**config.mk**
```make
export PLATFORM = sky130hd
export DESIGN_NAME = hex_ascii_frame_link
export DESIGN_NICKNAME = d
export VERILOG_FILES = /design/src/hafl_pkg.sv /design/src/hafl_ram.sv /design/src/hafl_regs.sv /design/src/hafl_datapath.sv /design/src/hafl_ctrl.sv /design/src/hex_ascii_frame_link.sv
export SDC_FILE = /design/constraint.sdc
export NUM_CORES = 2
export LEC_CHECK = 0
export ABC_CLOCK_PERIOD_IN_PS = 5660
export CORE_MARGIN = 10
export CORE_UTILIZATION = 52
export CTS_CLUSTER_SIZE = 10
export DETAILED_ROUTE_END_ITERATION = 8
export DONT_BUFFER_PORTS = 1
export GPL_ROUTABILITY_DRIVEN = 0
export PLACE_DENSITY = 0.67
export SKIP_CTS_REPAIR_TIMING = 1
export SLEW_MARGIN = 20
export SYNTH_ARGS = -nofsm -noshare
export SYNTH_HDL_FRONTEND = slang
export SYNTH_SLANG_ARGS = --single-unit
```
**constraint.sdc**
```tcl
create_clock -name clk -period 5.66 [get_ports clk]
set_clock_uncertainty 0.05 [all_clocks]
set_input_delay 0.849 -clock clk [delete_from_list [all_inputs] [get_ports clk]]
set_output_delay 0.849 -clock clk [all_outputs]
set_load 0.05 [all_outputs]
```
**src/hafl_pkg.sv**
```systemverilog
// shared constants and types of the hex ascii frame link
package hafl_pkg;

    localparam int BUFFER_DEPTH = 64;
    localparam int ADDR_W       = $clog2(BUFFER_DEPTH);
    localparam int POS_W        = 7;
    localparam int TIMER_W      = 16;
    localparam int IN_DATA_W    = 24;
    localparam int CFG_ADDR_W   = 4;
    localparam int CFG_DATA_W   = 32;

    typedef struct packed {
        logic [7:0]         start_char;
        logic [7:0]         end_char;
        logic [TIMER_W-1:0] timeout_ticks;
    } cfg_t;

    typedef struct packed {
        logic load_item;
        logic exec;
        logic emit_adv;
    } cmd_t;

    typedef struct packed {
        logic out_free;
        logic emit_run;
        logic emit_last;
    } status_t;

endpackage

```
**src/hafl_ram.sv**
```systemverilog
// generic single-port-write ram with registered read
module hafl_ram #(
    parameter int WIDTH = 8,
    parameter int DEPTH = 64
) (
    input  logic                     clk,
    input  logic                     we,
    input  logic [$clog2(DEPTH)-1:0] waddr,
    input  logic [WIDTH-1:0]         wdata,
    input  logic [$clog2(DEPTH)-1:0] raddr,
    output logic [WIDTH-1:0]         rdata
);

    logic [WIDTH-1:0] mem [DEPTH];

    always_ff @(posedge clk)
    begin
        if (we)
        begin
            mem[waddr] <= wdata;
        end
        rdata <= mem[raddr];
    end

endmodule

```
**src/hafl_regs.sv**
```systemverilog
// configuration registers behind the apb port
module hafl_regs (
    input  logic                            clk,
    input  logic                            rst_n,
    input  logic                            psel,
    input  logic                            penable,
    input  logic                            pwrite,
    input  logic [hafl_pkg::CFG_ADDR_W-1:0] paddr,
    input  logic [hafl_pkg::CFG_DATA_W-1:0] pwdata,
    output logic [hafl_pkg::CFG_DATA_W-1:0] prdata,
    output logic                            pready,
    output hafl_pkg::cfg_t                  cfg
);
    import hafl_pkg::*;

    localparam logic [1:0] REG_START   = 2'd0;
    localparam logic [1:0] REG_END     = 2'd1;
    localparam logic [1:0] REG_TIMEOUT = 2'd2;

    logic [7:0]         start_reg;
    logic [7:0]         end_reg;
    logic [TIMER_W-1:0] timeout_reg;
    logic               wr_en;
    logic [1:0]         reg_idx;

    assign pready  = 1'b1;
    assign wr_en   = psel && penable && pwrite;
    assign reg_idx = paddr[3:2];

    always_ff @(posedge clk or negedge rst_n)
    begin
        if (!rst_n)
        begin
            start_reg   <= 8'd58;
            end_reg     <= 8'd10;
            timeout_reg <= 16'd1000;
        end
        else if (wr_en)
        begin
            unique case (reg_idx)
                REG_START:   start_reg   <= pwdata[7:0];
                REG_END:     end_reg     <= pwdata[7:0];
                REG_TIMEOUT: timeout_reg <= pwdata[TIMER_W-1:0];
                default:     ;
            endcase
        end
    end

    always_comb
    begin
        unique case (reg_idx)
            REG_START:   prdata = {24'd0, start_reg};
            REG_END:     prdata = {24'd0, end_reg};
            REG_TIMEOUT: prdata = {16'd0, timeout_reg};
            default:     prdata = '0;
        endcase
    end

    assign cfg.start_char    = start_reg;
    assign cfg.end_char      = end_reg;
    assign cfg.timeout_ticks = timeout_reg;

endmodule

```
**src/hafl_datapath.sv**
```systemverilog
// link state, frame stores, step logic and output register
module hafl_datapath (
    input  logic                           clk,
    input  logic                           rst_n,
    input  hafl_pkg::cfg_t                 cfg,
    input  hafl_pkg::cmd_t                 cmd,
    output hafl_pkg::status_t              status,
    input  logic [hafl_pkg::IN_DATA_W-1:0] s_tdata,
    input  logic                           s_tuser,
    output logic                           m_tvalid,
    input  logic                           m_tready,
    output logic [7:0]                     m_tdata,
    output logic                           m_tuser,
    output logic                           m_tlast
);
    import hafl_pkg::*;

    localparam logic [2:0] PH_IDLE     = 3'd0;
    localparam logic [2:0] PH_RX_START = 3'd1;
    localparam logic [2:0] PH_RX_HB    = 3'd2;
    localparam logic [2:0] PH_RX_DATA  = 3'd3;
    localparam logic [2:0] PH_TX_HB    = 3'd4;
    localparam logic [2:0] PH_TX_DATA  = 3'd5;
    localparam logic [2:0] PH_TX_END   = 3'd6;

    localparam logic [POS_W-1:0] DEPTH_POS = POS_W'(BUFFER_DEPTH);
    localparam logic [POS_W-1:0] PEND_MAX  = '1;

    function automatic logic hex_ok(input logic [7:0] c);
        return (c >= "0" && c <= "9") || (c >= "A" && c <= "F") || (c >= "a" && c <= "f");
    endfunction

    function automatic logic [3:0] hex_val(input logic [7:0] c);
        logic [7:0] v;
        v = 8'd0;
        if (c >= "0" && c <= "9")
        begin
            v = c - 8'h30;
        end
        else if (c >= "a" && c <= "f")
        begin
            v = c - 8'h57;
        end
        else if (c >= "A" && c <= "F")
        begin
            v = c - 8'h37;
        end
        return v[3:0];
    endfunction

    function automatic logic [7:0] nib_char(input logic [3:0] n);
        return (n < 4'hA) ? 8'h30 + {4'd0, n} : 8'h37 + {4'd0, n};
    endfunction

    // latched input item
    logic               in_op_reg;
    logic               in_rxv_reg;
    logic [7:0]         in_rxc_reg;
    logic               in_ready_reg;
    logic               in_tick_reg;
    logic [7:0]         in_lb_reg;

    logic [2:0]         phase_reg, phase_next;
    logic [7:0]         hn_reg, hn_next;
    logic [POS_W-1:0]   pos_reg, pos_next;
    logic [POS_W-1:0]   pend_reg, pend_next;
    logic [POS_W-1:0]   wptr_reg, wptr_next;
    logic [TIMER_W-1:0] timer_reg, timer_next;
    logic [POS_W-1:0]   emit_cnt_reg, emit_cnt_next;

    logic               out_valid_reg;
    logic [7:0]         out_value_reg;
    logic               out_kind_reg;
    logic               out_last_reg;

    logic [TIMER_W-1:0] t_dec;
    logic               res_valid;
    logic [7:0]         res_value;
    logic               rx_we;
    logic [7:0]         rx_wdata;
    logic               tx_we;
    logic               emit_run;
    logic [7:0]         rx_rdata;
    logic [7:0]         tx_rdata;
    logic [7:0]         tx_byte;
    logic [POS_W-1:0]   pend_dec;
    logic [POS_W-1:0]   emit_cnt_inc;
    logic               out_free;
    logic               out_load;
    logic               emit_last;

    assign out_free     = !out_valid_reg || m_tready;
    assign emit_cnt_inc = emit_cnt_reg + 1'b1;
    assign emit_last    = (emit_cnt_inc == pos_reg);
    assign tx_byte      = (pos_reg < DEPTH_POS) ? tx_rdata : 8'd0;
    assign t_dec        = (in_tick_reg && timer_reg != '0) ? timer_reg - 1'b1 : timer_reg;
    assign pend_dec     = (pend_reg != '0) ? pend_reg - 1'b1 : pend_reg;
    assign rx_wdata     = {hex_val(hn_reg), hex_val(in_rxc_reg)};

    always_comb
    begin
        phase_next = phase_reg;
        hn_next    = hn_reg;
        pos_next   = pos_reg;
        pend_next  = pend_reg;
        wptr_next  = wptr_reg;
        timer_next = timer_reg;
        res_valid  = 1'b0;
        res_value  = 8'd0;
        rx_we      = 1'b0;
        tx_we      = 1'b0;
        emit_run   = 1'b0;
        if (in_op_reg)
        begin
            if (wptr_reg < DEPTH_POS && pend_reg != PEND_MAX)
            begin
                tx_we     = 1'b1;
                wptr_next = wptr_reg + 1'b1;
                pend_next = pend_reg + 1'b1;
            end
        end
        else
        begin
            timer_next = t_dec;
            unique case (phase_reg)
                PH_RX_START:
                begin
                    if (in_rxv_reg)
                    begin
                        if (hex_ok(in_rxc_reg))
                        begin
                            hn_next    = in_rxc_reg;
                            timer_next = cfg.timeout_ticks;
                            phase_next = PH_RX_HB;
                        end
                        else
                        begin
                            phase_next = PH_IDLE;
                        end
                    end
                    if (timer_next == '0)
                    begin
                        phase_next = PH_IDLE;
                    end
                end
                PH_RX_HB:
                begin
                    if (in_rxv_reg)
                    begin
                        if (hex_ok(in_rxc_reg))
                        begin
                            rx_we      = (pos_reg < DEPTH_POS);
                            pos_next   = pos_reg + 1'b1;
                            timer_next = cfg.timeout_ticks;
                            phase_next = PH_RX_DATA;
                        end
                        else
                        begin
                            phase_next = PH_IDLE;
                        end
                    end
                    if (timer_next == '0)
                    begin
                        phase_next = PH_IDLE;
                    end
                end
                PH_RX_DATA:
                begin
                    if (in_rxv_reg)
                    begin
                        if (hex_ok(in_rxc_reg))
                        begin
                            if (pos_reg < DEPTH_POS)
                            begin
                                hn_next    = in_rxc_reg;
                                timer_next = cfg.timeout_ticks;
                                phase_next = PH_RX_HB;
                            end
                            else
                            begin
                                phase_next = PH_IDLE;
                            end
                        end
                        else if (in_rxc_reg == cfg.end_char)
                        begin
                            emit_run   = (pos_reg != '0);
                            wptr_next  = '0;
                            phase_next = PH_IDLE;
                        end
                        else
                        begin
                            phase_next = PH_IDLE;
                        end
                    end
                    if (timer_next == '0)
                    begin
                        phase_next = PH_IDLE;
                    end
                end
                PH_TX_HB, PH_TX_DATA, PH_TX_END:
                begin
                    if (in_ready_reg)
                    begin
                        res_valid = 1'b1;
                        if (phase_reg == PH_TX_HB)
                        begin
                            res_value  = nib_char(tx_byte[7:4]);
                            timer_next = cfg.timeout_ticks;
                            phase_next = PH_TX_DATA;
                        end
                        else if (phase_reg == PH_TX_DATA)
                        begin
                            res_value  = nib_char(tx_byte[3:0]);
                            pos_next   = pos_reg + 1'b1;
                            pend_next  = pend_dec;
                            timer_next = cfg.timeout_ticks;
                            phase_next = (pend_dec != '0) ? PH_TX_HB : PH_TX_END;
                        end
                        else
                        begin
                            res_value  = cfg.end_char;
                            wptr_next  = '0;
                            phase_next = PH_IDLE;
                        end
                    end
                    if (timer_next == '0 && phase_next != PH_IDLE)
                    begin
                        pend_next  = '0;
                        wptr_next  = '0;
                        phase_next = PH_IDLE;
                    end
                end
                default:
                begin
                    phase_next = PH_IDLE;
                    if (in_rxv_reg)
                    begin
                        if (in_rxc_reg == cfg.start_char)
                        begin
                            pos_next   = '0;
                            timer_next = cfg.timeout_ticks;
                            phase_next = PH_RX_START;
                        end
                    end
                    else if (pend_reg != '0 && in_ready_reg)
                    begin
                        pos_next   = '0;
                        res_valid  = 1'b1;
                        res_value  = cfg.start_char;
                        timer_next = cfg.timeout_ticks;
                        phase_next = PH_TX_HB;
                    end
                end
            endcase
        end
    end

    always_comb
    begin
        emit_cnt_next = emit_cnt_reg;
        if (cmd.exec && emit_run)
        begin
            emit_cnt_next = '0;
        end
        else if (cmd.emit_adv)
        begin
            emit_cnt_next = emit_cnt_inc;
        end
    end

    assign out_load = (cmd.exec && res_valid) || cmd.emit_adv;

    always_ff @(posedge clk or negedge rst_n)
    begin
        if (!rst_n)
        begin
            phase_reg     <= PH_IDLE;
            hn_reg        <= '0;
            pos_reg       <= '0;
            pend_reg      <= '0;
            wptr_reg      <= '0;
            timer_reg     <= '0;
            emit_cnt_reg  <= '0;
            out_valid_reg <= 1'b0;
        end
        else
        begin
            if (cmd.exec)
            begin
                phase_reg <= phase_next;
                hn_reg    <= hn_next;
                pos_reg   <= pos_next;
                pend_reg  <= pend_next;
                wptr_reg  <= wptr_next;
                timer_reg <= timer_next;
            end
            emit_cnt_reg <= emit_cnt_next;
            if (out_load)
            begin
                out_valid_reg <= 1'b1;
            end
            else if (m_tready)
            begin
                out_valid_reg <= 1'b0;
            end
        end
    end

    always_ff @(posedge clk)
    begin
        if (cmd.load_item)
        begin
            in_op_reg    <= s_tuser;
            in_rxv_reg   <= s_tdata[0];
            in_rxc_reg   <= s_tdata[8:1];
            in_ready_reg <= s_tdata[9];
            in_tick_reg  <= s_tdata[10];
            in_lb_reg    <= s_tdata[18:11];
        end
        if (out_load)
        begin
            out_value_reg <= cmd.emit_adv ? rx_rdata : res_value;
            out_kind_reg  <= cmd.emit_adv;
            out_last_reg  <= cmd.emit_adv && emit_last;
        end
    end

    hafl_ram #(
        .WIDTH (8),
        .DEPTH (BUFFER_DEPTH)
    ) u_rx_ram (
        .clk   (clk),
        .we    (cmd.exec && rx_we),
        .waddr (pos_reg[ADDR_W-1:0]),
        .wdata (rx_wdata),
        .raddr (emit_cnt_next[ADDR_W-1:0]),
        .rdata (rx_rdata)
    );

    hafl_ram #(
        .WIDTH (8),
        .DEPTH (BUFFER_DEPTH)
    ) u_tx_ram (
        .clk   (clk),
        .we    (cmd.exec && tx_we),
        .waddr (wptr_reg[ADDR_W-1:0]),
        .wdata (in_lb_reg),
        .raddr (pos_reg[ADDR_W-1:0]),
        .rdata (tx_rdata)
    );

    assign status.out_free  = out_free;
    assign status.emit_run  = emit_run;
    assign status.emit_last = emit_last;

    assign m_tvalid = out_valid_reg;
    assign m_tdata  = out_value_reg;
    assign m_tuser  = out_kind_reg;
    assign m_tlast  = out_last_reg;

endmodule

```
**src/hafl_ctrl.sv**
```systemverilog
// item sequencer: accept, execute one link step, stream a received frame
module hafl_ctrl (
    input  logic                clk,
    input  logic                rst_n,
    input  logic                s_tvalid,
    output logic                s_tready,
    input  hafl_pkg::status_t   status,
    output hafl_pkg::cmd_t      cmd
);
    import hafl_pkg::*;

    localparam logic [1:0] C_IDLE = 2'd0;
    localparam logic [1:0] C_EXEC = 2'd1;
    localparam logic [1:0] C_EMIT = 2'd2;

    logic [1:0] state_reg, state_next;

    always_comb
    begin
        state_next    = state_reg;
        cmd.load_item = 1'b0;
        cmd.exec      = 1'b0;
        cmd.emit_adv  = 1'b0;
        s_tready      = 1'b0;
        unique case (state_reg)
            C_IDLE:
            begin
                s_tready      = 1'b1;
                cmd.load_item = s_tvalid;
                if (s_tvalid)
                begin
                    state_next = C_EXEC;
                end
            end
            C_EXEC:
            begin
                if (status.out_free)
                begin
                    cmd.exec   = 1'b1;
                    state_next = status.emit_run ? C_EMIT : C_IDLE;
                end
            end
            C_EMIT:
            begin
                if (status.out_free)
                begin
                    cmd.emit_adv = 1'b1;
                    if (status.emit_last)
                    begin
                        state_next = C_IDLE;
                    end
                end
            end
            default:
            begin
                state_next = C_IDLE;
            end
        endcase
    end

    always_ff @(posedge clk or negedge rst_n)
    begin
        if (!rst_n)
        begin
            state_reg <= C_IDLE;
        end
        else
        begin
            state_reg <= state_next;
        end
    end

endmodule

```
**src/hex_ascii_frame_link.sv**
```systemverilog
// top level of the hex ascii frame link
// usage:
// - slave stream s_*: one item per link step or byte load; s_tuser is the operation
//   (1 appends load_byte to the transmit store), s_tdata carries the step inputs
// - master stream m_*: m_tdata is the character to send or a received byte,
//   m_tuser tells which (1 = received byte), m_tlast marks the final byte of a frame
// - apb port holds start_char (0x0), end_char (0x4) and timeout_ticks (0x8)
// timing:
// - an accepted item is latched in the input registers and executed once the output
//   register is free; a transmit character is then registered and driven on m_tdata
// - a frame end streams the stored bytes at one per cycle from the rx store while
//   the output register is free
// - s_tready is high only while no item is in work; the tx store is read ahead of
//   execution through its registered port
// reset: all link state clears, phase goes idle, registers take their defaults;
//   the byte stores hold no defined contents until written
// stall: the output register holds its item while m_tready is low and the
//   sequencer waits before executing or emitting the next result
module hex_ascii_frame_link (
    input  logic                            clk,
    input  logic                            rst_n,
    input  logic                            s_tvalid,
    output logic                            s_tready,
    // [0] rx_valid, [8:1] rx_char, [9] link_ready, [10] tick, [18:11] load_byte
    input  logic [hafl_pkg::IN_DATA_W-1:0]  s_tdata,
    // [0] operation
    input  logic                            s_tuser,
    output logic                            m_tvalid,
    input  logic                            m_tready,
    // [7:0] value
    output logic [7:0]                      m_tdata,
    // [0] kind
    output logic                            m_tuser,
    output logic                            m_tlast,
    input  logic                            psel,
    input  logic                            penable,
    input  logic                            pwrite,
    input  logic [hafl_pkg::CFG_ADDR_W-1:0] paddr,
    input  logic [hafl_pkg::CFG_DATA_W-1:0] pwdata,
    output logic [hafl_pkg::CFG_DATA_W-1:0] prdata,
    output logic                            pready
);
    import hafl_pkg::*;

    cfg_t    cfg;
    cmd_t    cmd;
    status_t status;

    hafl_regs u_regs (
        .clk     (clk),
        .rst_n   (rst_n),
        .psel    (psel),
        .penable (penable),
        .pwrite  (pwrite),
        .paddr   (paddr),
        .pwdata  (pwdata),
        .prdata  (prdata),
        .pready  (pready),
        .cfg     (cfg)
    );

    hafl_datapath u_datapath (
        .clk      (clk),
        .rst_n    (rst_n),
        .cfg      (cfg),
        .cmd      (cmd),
        .status   (status),
        .s_tdata  (s_tdata),
        .s_tuser  (s_tuser),
        .m_tvalid (m_tvalid),
        .m_tready (m_tready),
        .m_tdata  (m_tdata),
        .m_tuser  (m_tuser),
        .m_tlast  (m_tlast)
    );

    hafl_ctrl u_ctrl (
        .clk      (clk),
        .rst_n    (rst_n),
        .s_tvalid (s_tvalid),
        .s_tready (s_tready),
        .status   (status),
        .cmd      (cmd)
    );

endmodule
```
; ---- Word level (Yosys, flattened, before mapping)
; Memory sizes are Yosys's and may differ from the RTL's. A register that Yosys moved wholly into a read port is not among the register bits.
; Index checks and enable logic that the tools add are counted.
[classes]
reduce_logical = 54
add_sub_neg = 16
magnitude_cmp = 16
mux = 128
bitwise_logic = 2
n_eq_ne = 40
[op_table]
columns = cell, count
row1 = $mux W16, 20
row2 = $mux W7, 27
row3 = $mux W8, 15
row4 = $logic_not A16 Y1, 4
row5 = $pmux W16 S4, 1
row6 = $pmux W16 S3, 1
row7 = $mux W3, 14
row8 = $ge A8 B7 Y1 const B, 4
row9 = $le A8 B7 Y1 const B, 4
row10 = $pmux W8 S2, 2
row11 = $add A6 B4 Y7 const A, 4
row12 = $add A7 B1 Y7 const B, 4
row13 = $mux W1, 27
row14 = $mux W4, 6
row15 = $pmux W7 S3, 1
row16 = $reduce_bool A7 Y1, 3
row17 = $mux W2, 10
row18 = $ne A2 B1 Y1 const B, 9
row19 = $logic_and A1 B1 Y1, 17
row20 = $eq A8 B8 Y1, 2
row21 = $ge A8 B6 Y1 const B, 2
row22 = $le A8 B6 Y1 const B, 2
row23 = $reduce_bool A16 Y1, 1
row24 = $sub A16 B1 Y16 const B, 1
row25 = other kinds (37), 75
[word_totals]
out_inout_bits = 45
register_bits = 120
wordCells = 280
ram_bits = 1024
inputBits = 68
n_memories = 2
[memory_table]
columns = name, words, width, rd, rd_clocked_by_memory_dff, wr, line
row1 = u_datapath.u_rx_ram.mem, 64, 8, 1, 1, 1, hafl_ram.sv:14  ; logic [WIDTH-1:0] mem [DEPTH];
row2 = u_datapath.u_tx_ram.mem, 64, 8, 1, 1, 1, hafl_ram.sv:14

; ---- Longest topological paths before layout
[depth]
word_depth = 14
mapped_depth = 16
mapped_depth_nobuf = 12

; ---- By module
; From an unflattened synthesis, not the netlist that was laid out.
[unflattened]
hier_cells = 2854
hier_area_um2 = 48572.8
[by_module_without_submodules]
columns = module, cells_each, seq_area_each_um2, n_inst, area_each_um2
row1 = hafl_ram at u_datapath.u_tx_ram, 997, 15534.9, 1, 20313.2
row2 = hafl_ram at u_datapath.u_rx_ram, 972, 15534.9, 1, 20190.6
row3 = hafl_datapath, 748, 2302.2, 1, 6361.1
row4 = hafl_regs, 125, 815.8, 1, 1596.5
row5 = hafl_ctrl, 12, 50.0, 1, 111.4

; ---- Worst setup path after synthesis
; No wires, ideal clock.
[synth_timing]
kind = register to register
startpoint = register u_datapath.in_rxc_reg[0]
endpoint = memory u_datapath.u_rx_ram.mem[0][2], data pin
required_ns = 4.908
path_buffers = 1
synth_period_minus_slack_ns = 4.595
setup_slack_ns = 1.065
path_stages_with_launch = 9
setup_ns = 0.702
arrival_ns = 3.844
cell_sequence = edfxtp_1 > clkbuf_1 > inv_1 > ha_1 > nand2b_1 > o21ai_1 > nor2_1 > nand2_1 > o21ai_0
[synth_between]
elab_chain_cells = 5
word_cells_on_any_way = 15
cone_classes = add/sub: 3 / order compare: 6 / mux: 3 / reduce/logical: 3
[synth_lines]
columns = item, line
row1 = start: declaration, hafl_datapath.sv:58  ; logic [7:0] in_rxc_reg;
row2 = start signal: assignment, hafl_datapath.sv:315  ; in_rxc_reg <= s_tdata[8:1];
row3 = $ge A8 B7 Y1 or $le A8 B7 Y1 (tied branches), hafl_datapath.sv:44  ; else if (c >= "A" && c <= "F")
row4 = $logic_and A1 B1 Y1, hafl_datapath.sv:44
row5 = $mux W4, hafl_datapath.sv:44
row6 = $mux W4, hafl_datapath.sv:40  ; else if (c >= "a" && c <= "f")
row7 = $mux W4 *, hafl_datapath.sv:36  ; if (c >= "0" && c <= "9")
row8 = net u_datapath.rx_wdata[2], hafl_datapath.sv:80  ; logic [7:0] rx_wdata;
row9 = end: declaration, hafl_ram.sv:14
; The timed path passes the listed nets; every way through them passes the cells marked *.

; ---- Worst setup path in the final report
[layout_timing]
startpoint = register u_datapath.out_valid_reg (netlist: u_datapath.m_tvalid)
endpoint = register u_datapath.u_rx_ram.rdata[2] (read register of u_datapath.u_rx_ram.mem)
[layout_between]
elab_chain_cells = 6
word_cells_on_any_way = 8
cone_classes = mux: 5 / reduce/logical: 3
[layout_lines]
columns = item, line
row1 = start: declaration, hafl_datapath.sv:71  ; logic out_valid_reg;
row2 = start signal: assignment, hafl_datapath.sv:284  ; out_valid_reg <= 1'b0;
row3 = start signal: assignment, hafl_datapath.sv:300  ; out_valid_reg <= 1'b1;
row4 = start signal: assignment, hafl_datapath.sv:304  ; out_valid_reg <= 1'b0;
row5 = $logic_not A1 Y1 *, hafl_datapath.sv:92  ; assign out_free = !out_valid_reg || m_tready;
row6 = $logic_or A1 B1 Y1 *, hafl_datapath.sv:92
row7 = $mux W1 *, "hafl_ctrl.sv:37, hafl_ctrl.sv:45"
row8 = $mux W1, hafl_ctrl.sv:25  ; unique case (state_reg)
row9 = $mux W7 or $logic_and A1 B1 Y1 (tied branches), "hafl_datapath.sv:265, hafl_datapath.sv:261"
row10 = $mux W7 *, hafl_datapath.sv:261  ; if (cmd.exec && emit_run)
row11 = end: declaration, hafl_ram.sv:11  ; output logic [WIDTH-1:0] rdata
; Every way passes the cells marked *; elsewhere a longest branch is shown, timed or not. The select of a mux whose other input is x is not followed.
; A chain may end at the register's enable or synchronous reset.

==> results.json <==
{
  "status": "finished clean",
  "synthesis.instances": 3338,
  "io-pin-count": 113,
  "rows": 110,
  "drv_slew": 0,
  "dr.pass1.iters": 6,
  "cts_tree": "done",
  "drive_above_1_share": 0.108,
  "ys.flop_type": "edfxtp_1",
  "hpwl_mm": 76.9,
  "cpPeakStageDelay_ps": 1080,
  "critical-path-slowest-cell": "a2111oi_0",
  "yosysUniqueCellTypes": 91,
  "arrival_ps": 5490,
  "ys_warn_count": 0,
  "yosysTopAreaCell": "edfxtp_1",
  "powerDensity_nw_per_um2": 389,
  "num_vias": 30500,
  "wl_met2_mm": 60.0,
  "cp.buffers_inverters": 2,
  "diodes": 0,
  "finalSetupTns_ps": 0,
  "worst_path_most_repeated_cell": "nand2_1",
  "grt_max_degree": 91,
  "initial_utilization": 0.526,
  "dpl_cell_area_sq_um": 49000,
  "gr-total-overflow": 0,
  "cts.path.max_buffers": 3,
  "period_needed_ps": 4940,
  "antenna_found_initial": 0,
  "netlist_area_sq_um": 47600,
  "routed.top_layer": "met4",
  "wl_per_cell_um": 27.9,
  "fmax_ghz": 0.202,
  "grt_use_total": 0.241,
  "grt_pass1_vias": 30100,
  "ant_nets": 0,
  "tightest_slew_ps": 1290,
  "power_mw": 20.6,
  "cp.required_ps": 6200,
  "worstSetupStartpointType": "flop",
  "crit_family": "compound AO/OA/AOI/OAI gates",
  "min_path_type": "in -> reg",
  "met1_length_mm": 48.8,
  "wl_met3_mm": 13.6,
  "die_area_sq_um": 104000,
  "maxCapViolCount": 0,
  "cp_cell_sequence": "nand2b_1 > nand2_1 > inv_1 > mux2_2 > o31ai_4 > inv_2 > nand2_1 > a221oi_1 > a2111oi_0 > o31a_1 > nor4_1",
  "drt_iter0_drc": 4009,
  "post_drt_via_cell_ratio": 6.68,
  "dieHeight_um": 322,
  "stdcell_area_sq_um": 52900,
  "hold_viol": 0,
  "die_x_um": 322,
  "rsz0062_at_grt": "false",
  "h-tree-depth": 4,
  "cp_max_fo": 22,
  "synthArstFlopShare": 0.0776,
  "period_share": 0.874,
  "setup_viol": 0,
  "drc": 0,
  "wirelength_mm": 127,
  "synth_area_leaders": "edfxtp_1 67%, dfrtp_1 4.1%, a22oi_1 3.7%",
  "relSlewSlack": 0.132,
  "synth_top_cell_area_share": 0.665,
  "cts_root_buffer": "clkbuf_16",
  "peakVddDrop_v": 0.000260,
  "cts.clk_slew.worst_paths_ps": 60,
  "insertion_delay_ps": 760,
  "worst_setup_path_end_kind": "flop",
  "port_buffers": 0,
  "area_growth_pct": 11.2,
  "leakagePower_nw": 16.8,
  "ys_ff_latch": 1160,
  "final_util": 0.585,
  "yosysSeqAreaShare": 0.720,
  "numCtsBuffers": 135,
  "worstSetupPathType": "reg -> reg",
  "clock_sinks": 1160,
  "grt_pass1_wl_mm": 189,
  "synth_edf_count": 1054,
  "reg_top3": "u_datapath.u_rx_ram.mem: 512 flops, u_datapath.u_tx_ram.mem: 512 flops",
  "final_nets": 3425,
  "core_area_sq_um": 90400,
  "avgSynthCellArea_sq_um": 14.3
}
power breakdown:
group	switching (mW)	internal, mW	total (mW)
clock	3.29	4.48	7.76
combinational	1.91	0.936	2.84
sequential	0.418	9.58	10.0
total	5.61	15.0	20.6
area by class of cell:
class	count	area, sq um
inverters	33	125
repair buffers	73	696
fillers	6781	37500
multi-input cells	1937	12600
flip-flops and latches	1160	34200
well taps	1176	1470
clock buffers	173	3580
clock inverters	16	236
cell usage in the layout, fill, tap and decap left out, drive strengths merged, types with 16 or more instances in the layout:
cell type / count
nand2: 328
a22o: 16
nor4: 40
xnor2: 18
nand3: 74
nand4: 20
a31oi: 48
a221o: 16
o31ai: 19
a22oi: 232
a311oi: 22
nor3: 73
mux2i: 95
dfrtp: 78
mux2: 50
o21ai: 111
conb: 17
a41oi: 45
buf: 72
a211oi: 29
or3: 28
xor2: 21
inv: 40
o211ai: 21
dfxtp: 16
edfxtp: 1054
o22ai: 34
a21oi: 134
a221oi: 36
ha: 17
nor2: 211
clkbuf: 173
routing by layer:
metal,track usage,vias to the layer above
met1,0.320,15200
met4,0.102,0
li1,-,13100
met5,0,-
met3,0.0517,329
met2,0.383,1946
synth_stat cells (45+ instances only):
master / n
a41oi_1: 45
o21ai_0: 107
a31oi_1: 46
dfrtp_1: 78
nand2_1: 328
nor3_1: 73
nand3_1: 74
mux2i_1: 95
nor2_1: 211
clkbuf_1: 136
mux2_2: 50
a22oi_1: 232
edfxtp_1: 1054
a21oi_1: 134
worst reg2reg max path, cell delays in order, from the launching register on:
cell and delay, ps:
dfrtp_1 570, nand2b_1 360, nand2_1 260, inv_1 370, mux2_2 590, o31ai_4 150
inv_2 270, nand2_1 590, a221oi_1 100, a2111oi_0 1080, o31a_1 320, nor4_1 70
path summary, 6_finish.rpt:
kind	start	end	slack, ps	depth (start not counted)
max	u_datapath.m_tvalid$_DFFE_PN0P_	u_datapath.u_rx_ram.rdata[2]$_DFF_P_	720	11
min	s_tuser	u_datapath.in_op_reg$_DFFE_PP_	140	0
max reg2reg	u_datapath.m_tvalid$_DFFE_PN0P_	u_datapath.u_rx_ram.rdata[2]$_DFF_P_	720	11
min reg2reg	u_ctrl.state_reg[1]$_DFFE_PN0P_	u_ctrl.state_reg[0]$_DFFE_PN0P_	460	1
max in group asynchronous	rst_n	u_regs.start_reg[3]$_DFFE_PN1P_	4490	2
min in group asynchronous	rst_n	u_datapath.pend_reg[2]$_DFFE_PN0P_	650	2
per-stage QoR:
step                worst slack [ps]  cells  hold WS (ps)
CTS                              918   4566          -313
detailed placement               726   4377           451
floorplan                       1060   3353           412
global placement                 903   4377           433
global route                     593   4568           103
finish                           715   4568           136
cells by family after synthesis:
group | count (synthesis) | share of synthesized area
flops | 1160 | 0.720
simple gates | 883 | 0.0873
compound gates | 826 | 0.122
buf+inv | 256 | 0.0224
mux | 155 | 0.0366
xor+xnor | 39 | 0.00734
fa+ha+maj | 17 | 0.00447
other cells | 2 | 0.000158
Note: power is estimated with default switching activity, not from simulation.
